`src/rtl/core/hcb_pkg.sv`:
```
// ----------------------------------------------------------------------------
// hcb_pkg
// Types, widths and micro-op codes shared by the Huffman code builder.
// ----------------------------------------------------------------------------
`default_nettype none

package hcb_pkg;

	localparam int ALPHA_SIZE   = 256;
	localparam int SYM_W        = 8;
	localparam int SLOT_W       = 8;
	localparam int IDX_W        = 8;
	localparam int CNT_W        = 24;
	localparam int WT_W         = CNT_W + 8;
	localparam int NODE_W       = 9;
	localparam int NODE_CAP     = 2 * ALPHA_SIZE - 1;
	localparam int MAX_CODE_LEN = 48;
	localparam int CODE_W       = 48;
	localparam int LEN_W        = 6;
	localparam int DIST_W       = 9;
	localparam int DEPTH_W      = 9;
	localparam int HEAP_AW      = 8;
	localparam int STK_DEPTH    = ALPHA_SIZE + 1;
	localparam int STK_AW       = 9;
	localparam int OP_W         = 2;
	localparam int STAT_W       = 2;

	typedef enum logic [OP_W-1:0] {
		OP_COUNT  = 2'd0,
		OP_FINISH = 2'd1,
		OP_READ   = 2'd2,
		OP_NOP    = 2'd3
	} op_t;

	localparam logic [STAT_W-1:0] ST_OK   = 2'd0;
	localparam logic [STAT_W-1:0] ST_ERR  = 2'd1;
	localparam logic [STAT_W-1:0] ST_LONG = 2'd2;

	typedef struct packed {
		logic [NODE_W-1:0] node;
		logic [WT_W-1:0]   wt;
	} heap_ent_t;

	typedef struct packed {
		logic [NODE_W-1:0] left;
		logic [NODE_W-1:0] right;
	} child_t;

	typedef struct packed {
		logic              too_long;
		logic [SYM_W-1:0]  sym;
		logic [CODE_W-1:0] bits;
		logic [LEN_W-1:0]  len;
	} code_ent_t;

	typedef struct packed {
		logic [NODE_W-1:0]  node;
		logic [DEPTH_W-1:0] depth;
		logic [CODE_W-1:0]  bits;
	} frame_t;

	typedef enum logic [4:0] {
		UOP_NONE,
		UOP_CNT_LOOK,
		UOP_CNT_INC,
		UOP_RD_OUT,
		UOP_FIN_INIT,
		UOP_CP_WR,
		UOP_HPY_INIT,
		UOP_HPY_NEXT,
		UOP_SD_LDX,
		UOP_SD_LDX2,
		UOP_SD_L,
		UOP_SD_R,
		UOP_SD_CMP,
		UOP_EX_TOP,
		UOP_EX_LAST,
		UOP_EX_SET,
		UOP_MERGE,
		UOP_IN_CHK,
		UOP_IN_CMP,
		UOP_ROOT_RD,
		UOP_WK_INIT,
		UOP_WK_LEAF,
		UOP_WK_PUSH,
		UOP_WK_POP,
		UOP_WK_LOAD,
		UOP_FIN_OUT
	} uop_t;

	typedef struct packed {
		logic in_fire;
		uop_t uop;
	} hcb_cmd_t;

	typedef struct packed {
		logic hit;
		logic n_zero;
		logic n_ge2;
		logic cp_last;
		logic hpy_last;
		logic sd_stop;
		logic in_root;
		logic in_stop;
		logic heap_multi;
		logic is_leaf;
		logic push_ok;
		logic sp_zero;
		logic out_free;
	} hcb_stat_t;

endpackage

`default_nettype wire

```
`src/rtl/core/hcb_ctrl.sv`:
```
// ----------------------------------------------------------------------------
// hcb_ctrl
// Sequencer: counting, table reads, heap build/merge and the tree walk.
// ----------------------------------------------------------------------------
`default_nettype none

module hcb_ctrl (
	input  wire logic                      clk,
	input  wire logic                      arst_n,
	input  wire logic                      in_valid,
	input  wire logic [hcb_pkg::OP_W-1:0]  op,
	output logic                           in_ready,
	input  wire hcb_pkg::hcb_stat_t        stat,
	output hcb_pkg::hcb_cmd_t              cmd
);

	import hcb_pkg::*;

	typedef enum logic [4:0] {
		S_IDLE, S_C0, S_C1, S_C2, S_RD0, S_RD1,
		S_FI, S_CPR, S_CPW, S_HI, S_HN,
		S_LDX, S_LDX2, S_SDL, S_SDR, S_SDC,
		S_MCHK, S_EX0, S_EX1, S_EX2, S_MRG, S_INC, S_INP,
		S_ROOT, S_WI, S_WN, S_WL, S_WP, S_POP, S_LD, S_FO
	} state_t;

	typedef enum logic [1:0] {
		RET_HPY,
		RET_A,
		RET_B
	} ret_t;

	state_t state_q;
	ret_t   ret_q;
	logic   fire;

	assign in_ready = (state_q == S_IDLE);
	assign fire     = in_valid && in_ready;

	always_ff @(posedge clk or negedge arst_n) begin
		if (!arst_n) begin
			state_q <= S_IDLE;
			ret_q   <= RET_HPY;
		end else begin
			unique case (state_q)
				S_IDLE: begin
					if (fire) begin
						unique case (op_t'(op))
							OP_COUNT:  state_q <= S_C0;
							OP_FINISH: state_q <= S_FI;
							OP_READ:   state_q <= S_RD0;
							OP_NOP:    state_q <= S_IDLE;
							default:   state_q <= S_IDLE;
						endcase
					end
				end
				S_C0: state_q <= S_C1;
				S_C1: state_q <= stat.hit ? S_C2 : S_IDLE;
				S_C2: state_q <= S_IDLE;
				S_RD0: state_q <= S_RD1;
				S_RD1: if (stat.out_free) state_q <= S_IDLE;
				S_FI: state_q <= stat.n_zero ? S_FO : S_CPR;
				S_CPR: state_q <= S_CPW;
				S_CPW: begin
					if (!stat.cp_last)
						state_q <= S_CPR;
					else if (stat.n_ge2)
						state_q <= S_HI;
					else
						state_q <= S_MCHK;
				end
				S_HI: begin
					ret_q   <= RET_HPY;
					state_q <= S_LDX;
				end
				S_HN: state_q <= S_LDX;
				S_LDX: state_q <= S_LDX2;
				S_LDX2: state_q <= S_SDL;
				S_SDL: state_q <= S_SDR;
				S_SDR: state_q <= S_SDC;
				S_SDC: begin
					if (!stat.sd_stop) begin
						state_q <= S_SDL;
					end else begin
						unique case (ret_q)
							RET_HPY: state_q <= stat.hpy_last ? S_MCHK : S_HN;
							RET_A: begin
								ret_q   <= RET_B;
								state_q <= S_EX0;
							end
							RET_B:   state_q <= S_MRG;
							default: state_q <= S_MRG;
						endcase
					end
				end
				S_MCHK: begin
					if (stat.heap_multi) begin
						ret_q   <= RET_A;
						state_q <= S_EX0;
					end else begin
						state_q <= S_ROOT;
					end
				end
				S_EX0: state_q <= S_EX1;
				S_EX1: state_q <= S_EX2;
				S_EX2: state_q <= S_SDL;
				S_MRG: state_q <= S_INC;
				S_INC: state_q <= stat.in_root ? S_MCHK : S_INP;
				S_INP: state_q <= stat.in_stop ? S_MCHK : S_INC;
				S_ROOT: state_q <= S_WI;
				S_WI: state_q <= S_WN;
				S_WN: begin
					if (stat.is_leaf)
						state_q <= S_WL;
					else if (stat.push_ok)
						state_q <= S_WP;
					else
						state_q <= stat.sp_zero ? S_FO : S_POP;
				end
				S_WL: state_q <= stat.sp_zero ? S_FO : S_POP;
				S_WP: state_q <= S_WN;
				S_POP: state_q <= S_LD;
				S_LD: state_q <= S_WN;
				S_FO: if (stat.out_free) state_q <= S_IDLE;
				default: state_q <= S_IDLE;
			endcase
		end
	end

	always_comb begin
		cmd.in_fire = fire;
		unique case (state_q)
			S_C1:   cmd.uop = UOP_CNT_LOOK;
			S_C2:   cmd.uop = UOP_CNT_INC;
			S_RD1:  cmd.uop = stat.out_free ? UOP_RD_OUT : UOP_NONE;
			S_FI:   cmd.uop = UOP_FIN_INIT;
			S_CPW:  cmd.uop = UOP_CP_WR;
			S_HI:   cmd.uop = UOP_HPY_INIT;
			S_HN:   cmd.uop = UOP_HPY_NEXT;
			S_LDX:  cmd.uop = UOP_SD_LDX;
			S_LDX2: cmd.uop = UOP_SD_LDX2;
			S_SDL:  cmd.uop = UOP_SD_L;
			S_SDR:  cmd.uop = UOP_SD_R;
			S_SDC:  cmd.uop = UOP_SD_CMP;
			S_EX0:  cmd.uop = UOP_EX_TOP;
			S_EX1:  cmd.uop = UOP_EX_LAST;
			S_EX2:  cmd.uop = UOP_EX_SET;
			S_MRG:  cmd.uop = UOP_MERGE;
			S_INC:  cmd.uop = UOP_IN_CHK;
			S_INP:  cmd.uop = UOP_IN_CMP;
			S_ROOT: cmd.uop = UOP_ROOT_RD;
			S_WI:   cmd.uop = UOP_WK_INIT;
			S_WL:   cmd.uop = UOP_WK_LEAF;
			S_WP:   cmd.uop = UOP_WK_PUSH;
			S_POP:  cmd.uop = UOP_WK_POP;
			S_LD:   cmd.uop = UOP_WK_LOAD;
			S_FO:   cmd.uop = stat.out_free ? UOP_FIN_OUT : UOP_NONE;
			default: cmd.uop = UOP_NONE;
		endcase
	end

endmodule

`default_nettype wire

```
`config.mk`:
```
export PLATFORM = sky130hd
export DESIGN_NAME = hcb_ctrl
export DESIGN_NICKNAME = d
export VERILOG_FILES = /design/src/rtl/core/hcb_pkg.sv /design/src/rtl/core/hcb_ctrl.sv
export SDC_FILE = /design/constraint.sdc
export NUM_CORES = 1
export LEC_CHECK = 0
export ABC_CLOCK_PERIOD_IN_PS = 3900
export BUFFER_PORTS_ARGS = -buffer_cell sky130_fd_sc_hd__buf_4
export CAP_MARGIN = 40
export CORE_MARGIN = 2
export CORE_UTILIZATION = 35
export CTS_CLUSTER_SIZE = 20
export DETAILED_ROUTE_END_ITERATION = 6
export GPL_TIMING_DRIVEN = 0
export PLACE_DENSITY = 0.58
export REMOVE_ABC_BUFFERS = 1
export SLEW_MARGIN = 20
export SYNTH_ARGS = -nofsm -noshare
export SYNTH_HDL_FRONTEND = slang
export SYNTH_SLANG_ARGS = --single-unit
```
`constraint.sdc`:
```
create_clock -name clk -period 3.9 [get_ports clk]
set_input_delay 0.585 -clock clk [delete_from_list [all_inputs] [get_ports clk]]
set_output_delay 0.585 -clock clk [all_outputs]
set_load 0.02 [all_outputs]
```
* Yosys cells after proc, flatten, opt, wreduce, memory -nomap -nowiden *
Cells that the tools add are included.

cells by class
  eq/ne operators = 39
  reduce and logical (&&, ||, !) cells = 11
  multiplexer cells = 24

operators with widths
  kind                                                                     number
  5-bit one-hot mux with 25 select lines                                   2
  5-bit equality test, second input constant                               15
  5-bit by 4-bit equality test with 1-bit output, second input constant    8
  5-bit 2-to-1 mux                                                         8
  5-bit by 3-bit equality test with 1-bit output, second input constant    4
  5-bit one-hot mux with 4 select lines                                    1
  3-bit 2-to-1 mux                                                         5
  2-bit 2-to-1 mux                                                         6
  5-bit by 2-bit equality test with 1-bit output, second input constant    2
  5-bit one-hot mux with 2 select lines                                    1
  2-bit by 1-bit inequality test with 1-bit output, second input constant  3
  2-bit one-hot mux with 3 select lines                                    1
  2-bit OR reduction                                                       3
  5-bit by 1-bit equality test with 1-bit output, second input constant    1
  5-bit zero test                                                          1
  2-bit by 1-bit equality test with 1-bit output, second input constant    2
  2-bit equality test, second input constant                               2
  2-bit zero test                                                          2
  2-bit inequality test, second input constant                             2
  4-bit AND reduction                                                      1
  3-bit nonzero test                                                       1
  3-bit OR reduction                                                       1
  2-bit AND reduction                                                      1
  1-bit logical AND                                                        1

storage, ports and cells
  flip-flop bits (word level) = 7
  output and inout port bits = 7
  logic and storage cells = 76

* Longest topological paths before layout *
  depth after elaboration = 4
  depth in mapped cells = 8
  mapped depth without buffers = 6

* Worst setup path after synthesis *
Ideal clock, no wire load.

  path type = register -> output
  from = reg state_q[3]
  to = out cmd[3] (netlist bit)
  cell stages (with the launch flop) = 5
  slack = 1.588 ns
  data arrival time = 1.727 ns
  path through = dfrtp_1 buf_2 buf_1 buf_2 o41ai_1

RTL lines
  what                      RTL line        text
  start: declaration        hcb_ctrl.sv:33  state_t state_q;
  start signal: assignment  hcb_ctrl.sv:58  S_C1: state_q <= stat.hit ? S_C2 : S_IDLE;
  start signal: assignment  hcb_ctrl.sv:62  S_FI: state_q <= stat.n_zero ? S_FO : S_CPR;
  start signal: assignment  hcb_ctrl.sv:86  RET_HPY: state_q <= stat.hpy_last ? S_MCHK : S_HN;
  end: declaration          hcb_ctrl.sv:14  output hcb_pkg::hcb_cmd_t cmd

==> impl_metrics.py <==
metrics = {
    "status": {
        "outcome": "finished, final reports clean",
    },
    "cts": {
        "cts_max_level": 1,
        "cts-buffers-inserted": 3,
        "postCtsHoldBufs": 0,
        "cts_tree": "done",
        "cts-root-buf": "clkbuf_4",
        "clk_latency_ns": 0.24,
        "clkSinkCount": 7,
        "cts_buffer_depth": 2,
        "cts_resized": 0,
        "clk_pin_slew_ns": 0.05,
        "post_cts_buffers": 0,
    },
    "min_path": {
        "hold_class": "in -> async",
    },
    "worst_setup_path": {
        "start_kind": "register",
        "arrival_ns": 2.38,
        "crit_start": "state_q[2]",
        "r2r-end": "state_q[1]",
        "worstReg2RegStart": "state_q[4]",
        "reg2reg_slack_ns": 1.53,
        "worstPathCellList": "clkinv_1, nand2_1, a31oi_1, o31a_1, buf_4",
        "critical_path_class": "reg -> out",
        "path_max_fanout": 24,
        "crit_slowest_cell": "dfrtp_1",
        "reg2regPathDepth": 5,
        "slowest_delay_ns": 0.79,
        "crit_required_ns": 3.31,
        "end_kind": "primary output",
    },
    "finish": {
        "drive_above_1_share_pct": 16.3,
        "fin_area_mm2": 0.00127,
        "n_fill_cell": 321,
        "area_delta_synth_final_pct": 17.7,
        "diodes": 0,
        "regArea_um2": 175,
        "nets": 205,
        "fin_util_pct": 42.5,
        "multi_input_area_um2": 807,
    },
    "floorplan": {
        "initial_utilization_pct": 36.1,
        "die_area_mm2": 0.00356,
        "die_w_um": 59.6,
        "ios": 25,
        "die_h_um": 59.6,
        "core_mm2": 0.00300,
        "row_count": 20,
    },
    "power_and_ir_drop": {
        "p_switching_uw": 532,
        "intPower_uw": 419,
        "p_leak_nw": 0.516,
        "cellPowerDensity_mw_per_mm2": 746,
        "swShare_pct": 55.9,
        "seqPwrFrac_pct": 24.4,
        "vdd_drop_max_mv": 0.250,
        "power_frac_clock_pct": 6.6,
        "comb_power_share_pct": 68.9,
    },
    "routing": {
        "topRoutingLayerUsed": "met4",
        "dr_wl_met3_um": 227,
        "detail_route.wl_per_cell_um": 15.5,
        "firstDrtPassIters": 4,
        "ant_nets": 0,
        "wl_met2_mm": 1.60,
        "viasPerCell": 6.07,
        "drt_wl_total_mm": 3.36,
        "drc_errors": 0,
        "wl_met1_mm": 1.50,
        "vias": 1318,
        "first_iter_violations": 87,
    },
    "synth": {
        "synth.avg_cell_area_um2": 6.37,
        "synth-compound-area-share_pct": 39.6,
        "synth.ff_latch_count": 7,
        "synthCells": 170,
        "seq_area_frac_synth_pct": 16.2,
        "ys.warnings.count": 0,
        "synthMuxAreaShare_pct": 0,
        "synthSimpleGateAreaFrac_pct": 30.9,
        "synth_edf_count": 0,
        "ys_async_sr_fraction_pct": 100,
        "synth_cell_types": 48,
        "synth_top_family_by_area": "compound AO/OA/AOI/OAI gates",
        "synth_ff_type": "dfrtp_1",
        "synth-xor-area-share_pct": 1.62,
        "syn_area_mm2": 0.00108,
        "synthAdderAreaFrac_pct": 2.31,
    },
    "sta": {
        "clock.fmax_ghz": 0.337,
        "hold_viol": 0,
        "rsz0062_at_grt": "false",
        "fin_setup_tns_ns": 0,
        "clock_skew_ns": 0.00529,
        "drv_slew": 0,
        "finalCritPeriodShare_pct": 76.0,
        "setup_viol": 0,
        "tightest_slew_ns": 0.812,
        "relSlewSlack_pct": 45.9,
        "layout_min_cycle_time_ns": 2.96,
    },
    "global_route": {
        "antenna_found_initial": 0,
        "grt_overflow": 0,
        "grt.total_usage_pct": 19.5,
        "grt_max_degree": 31,
        "grt_first_pass_wirelength_mm": 5.50,
        "grt_pass1_vias": 1170,
    },
    "place": {
        "postPlaceCellArea_mm2": 0.00123,
        "post-dp-hpwl_mm": 2.46,
        "gp_congestion": 0.905,
        "port_buffers": 24,
    },
    "run": {
        "cap_violations": 0,
    },
}
[logic make-up (layout without fill, tap and decap cells)]
group,after synthesis,in the layout
buffers and inverters,23,37
adders and majority gates,2,2
and+or+nand+nor,70,70
DFF,7,7
AOI/OAI and AO/OA,66,66
xor gates and xnor gates,2,2
[cell type report]
| class | instances | share of cell area (%) |
|---|---|---|
| multi-input combinational | 140 | 63.3 |
| timing repair buffer | 25 | 15.3 |
| sequential | 7 | 13.7 |
| tap | 33 | 3.24 |
| inverter | 8 | 2.36 |
| clock buffer | 4 | 2.06 |
[layer usage]
| metal | track usage (%) | vias to the layer above |
|---|---|---|
| li1 | - | 656 |
| met1 | 28.4 | 601 |
| met2 | 30.3 | 57 |
| met3 | 2.62 | 4 |
| met4 | 4.76 | 0 |
| met5 | 0 | - |
[how the worst max path moves through the flow]
| stage | endpoint | slack (ns) | depth (start not counted) |
|---|---|---|---|
| after global routing | cmd[0] | 0.74 | 5 |
| after floorplan | cmd[5] | 1.42 | 3 |
| final | cmd[0] | 0.94 | 5 |
| after detailed placement | cmd[0] | 1.21 | 5 |
| after global placement | cmd[0] | 1.19 | 5 |
| after CTS | cmd[0] | 0.94 | 5 |
[power groups by stage]
stage / registers (mW) / clock network [mW] / logic (mW)
2_1_floorplan: 0.205 / 0 / 0.446
3_3_place_gp: 0.253 / 0 / 0.614
3_5_place_dp: 0.250 / 0 / 0.617
4_1_cts: 0.249 / 0.0656 / 0.622
5_1_grt: 0.244 / 0.0697 / 0.726
6_report: 0.232 / 0.0632 / 0.656
[registers in the layout, indices dropped and copies added, names as in the netlist]
| name | flops |
|---|---|
| state_q | 5 |
| ret_q | 2 |
[Yosys cell counts (all sizes together), types with 2 or more instances]
| library cell | count | area share (%) |
|---|---|---|
| or2 | 2 | 1.2 |
| nor2b | 4 | 2.3 |
| and2 | 2 | 1.2 |
| buf | 12 | 5.4 |
| clkbuf | 3 | 1.2 |
| o32a | 2 | 1.8 |
| a211oi | 3 | 2.1 |
| dfrtp | 7 | 16 |
| ha | 2 | 2.3 |
| o221ai | 2 | 1.6 |
| nor2 | 20 | 6.9 |
| or3 | 2 | 1.2 |
| inv | 6 | 2.1 |
| nor3 | 7 | 3.2 |
| o21ai | 14 | 6.5 |
| nand3 | 4 | 1.8 |
| a21oi | 17 | 7.9 |
| a21o | 2 | 1.4 |
| clkinv | 2 | 0.69 |
| nand2b | 7 | 4.0 |
| nor4 | 2 | 1.2 |
| a31oi | 6 | 3.5 |
| o211ai | 3 | 2.1 |
| nand2 | 17 | 5.9 |
| o22ai | 3 | 1.7 |
[critical path, delay by kind of cell, from the launching register on]
family	cells	cell delay [ns]
flops	1	0.79
buf+inv	2	0.63
compound gates	2	0.42
simple gates	1	0.29
[through the flow]
step	power (mW)	hold WS, ns	std cells	setup slack, ns
6_report	0.951	0.141	217	0.937
5_1_grt	1.04	0.136	217	0.743
4_1_cts	0.937	0.139	216	0.943
3_5_place_dp	0.867	0.403	212	1.21
3_3_place_gp	0.867	0.398	212	1.19
2_1_floorplan	0.651	0.289	155	1.42
[cells in the final DEF, fill, tap and decap left out, types with 2 or more instances in the layout]
| master | Yosys | final |
|---|---|---|
| nor2b_1 | 4 | 4 |
| inv_1 | 6 | 6 |
| o211ai_1 | 3 | 3 |
| nand2b_1 | 7 | 7 |
| ha_1 | 2 | 2 |
| o32a_1 | 2 | 2 |
| a21o_1 | 2 | 2 |
| a211oi_1 | 3 | 3 |
| nand3_1 | 4 | 4 |
| clkbuf_4 | 0 | 3 |
| clkinv_1 | 2 | 2 |
| dfrtp_1 | 7 | 7 |
| buf_4 | 1 | 24 |
| nor3_1 | 7 | 7 |
| a21oi_1 | 17 | 17 |
| o21ai_0 | 13 | 13 |
| nor4_1 | 2 | 2 |
| and2_1 | 2 | 2 |
| or3_1 | 2 | 2 |
| a31oi_1 | 6 | 6 |
| o22ai_1 | 3 | 3 |
| o221ai_1 | 2 | 2 |
| or2_2 | 2 | 2 |
| nand2_1 | 17 | 17 |
| nor2_1 | 20 | 20 |
Note: power is estimated with default switching activity, not from simulation.
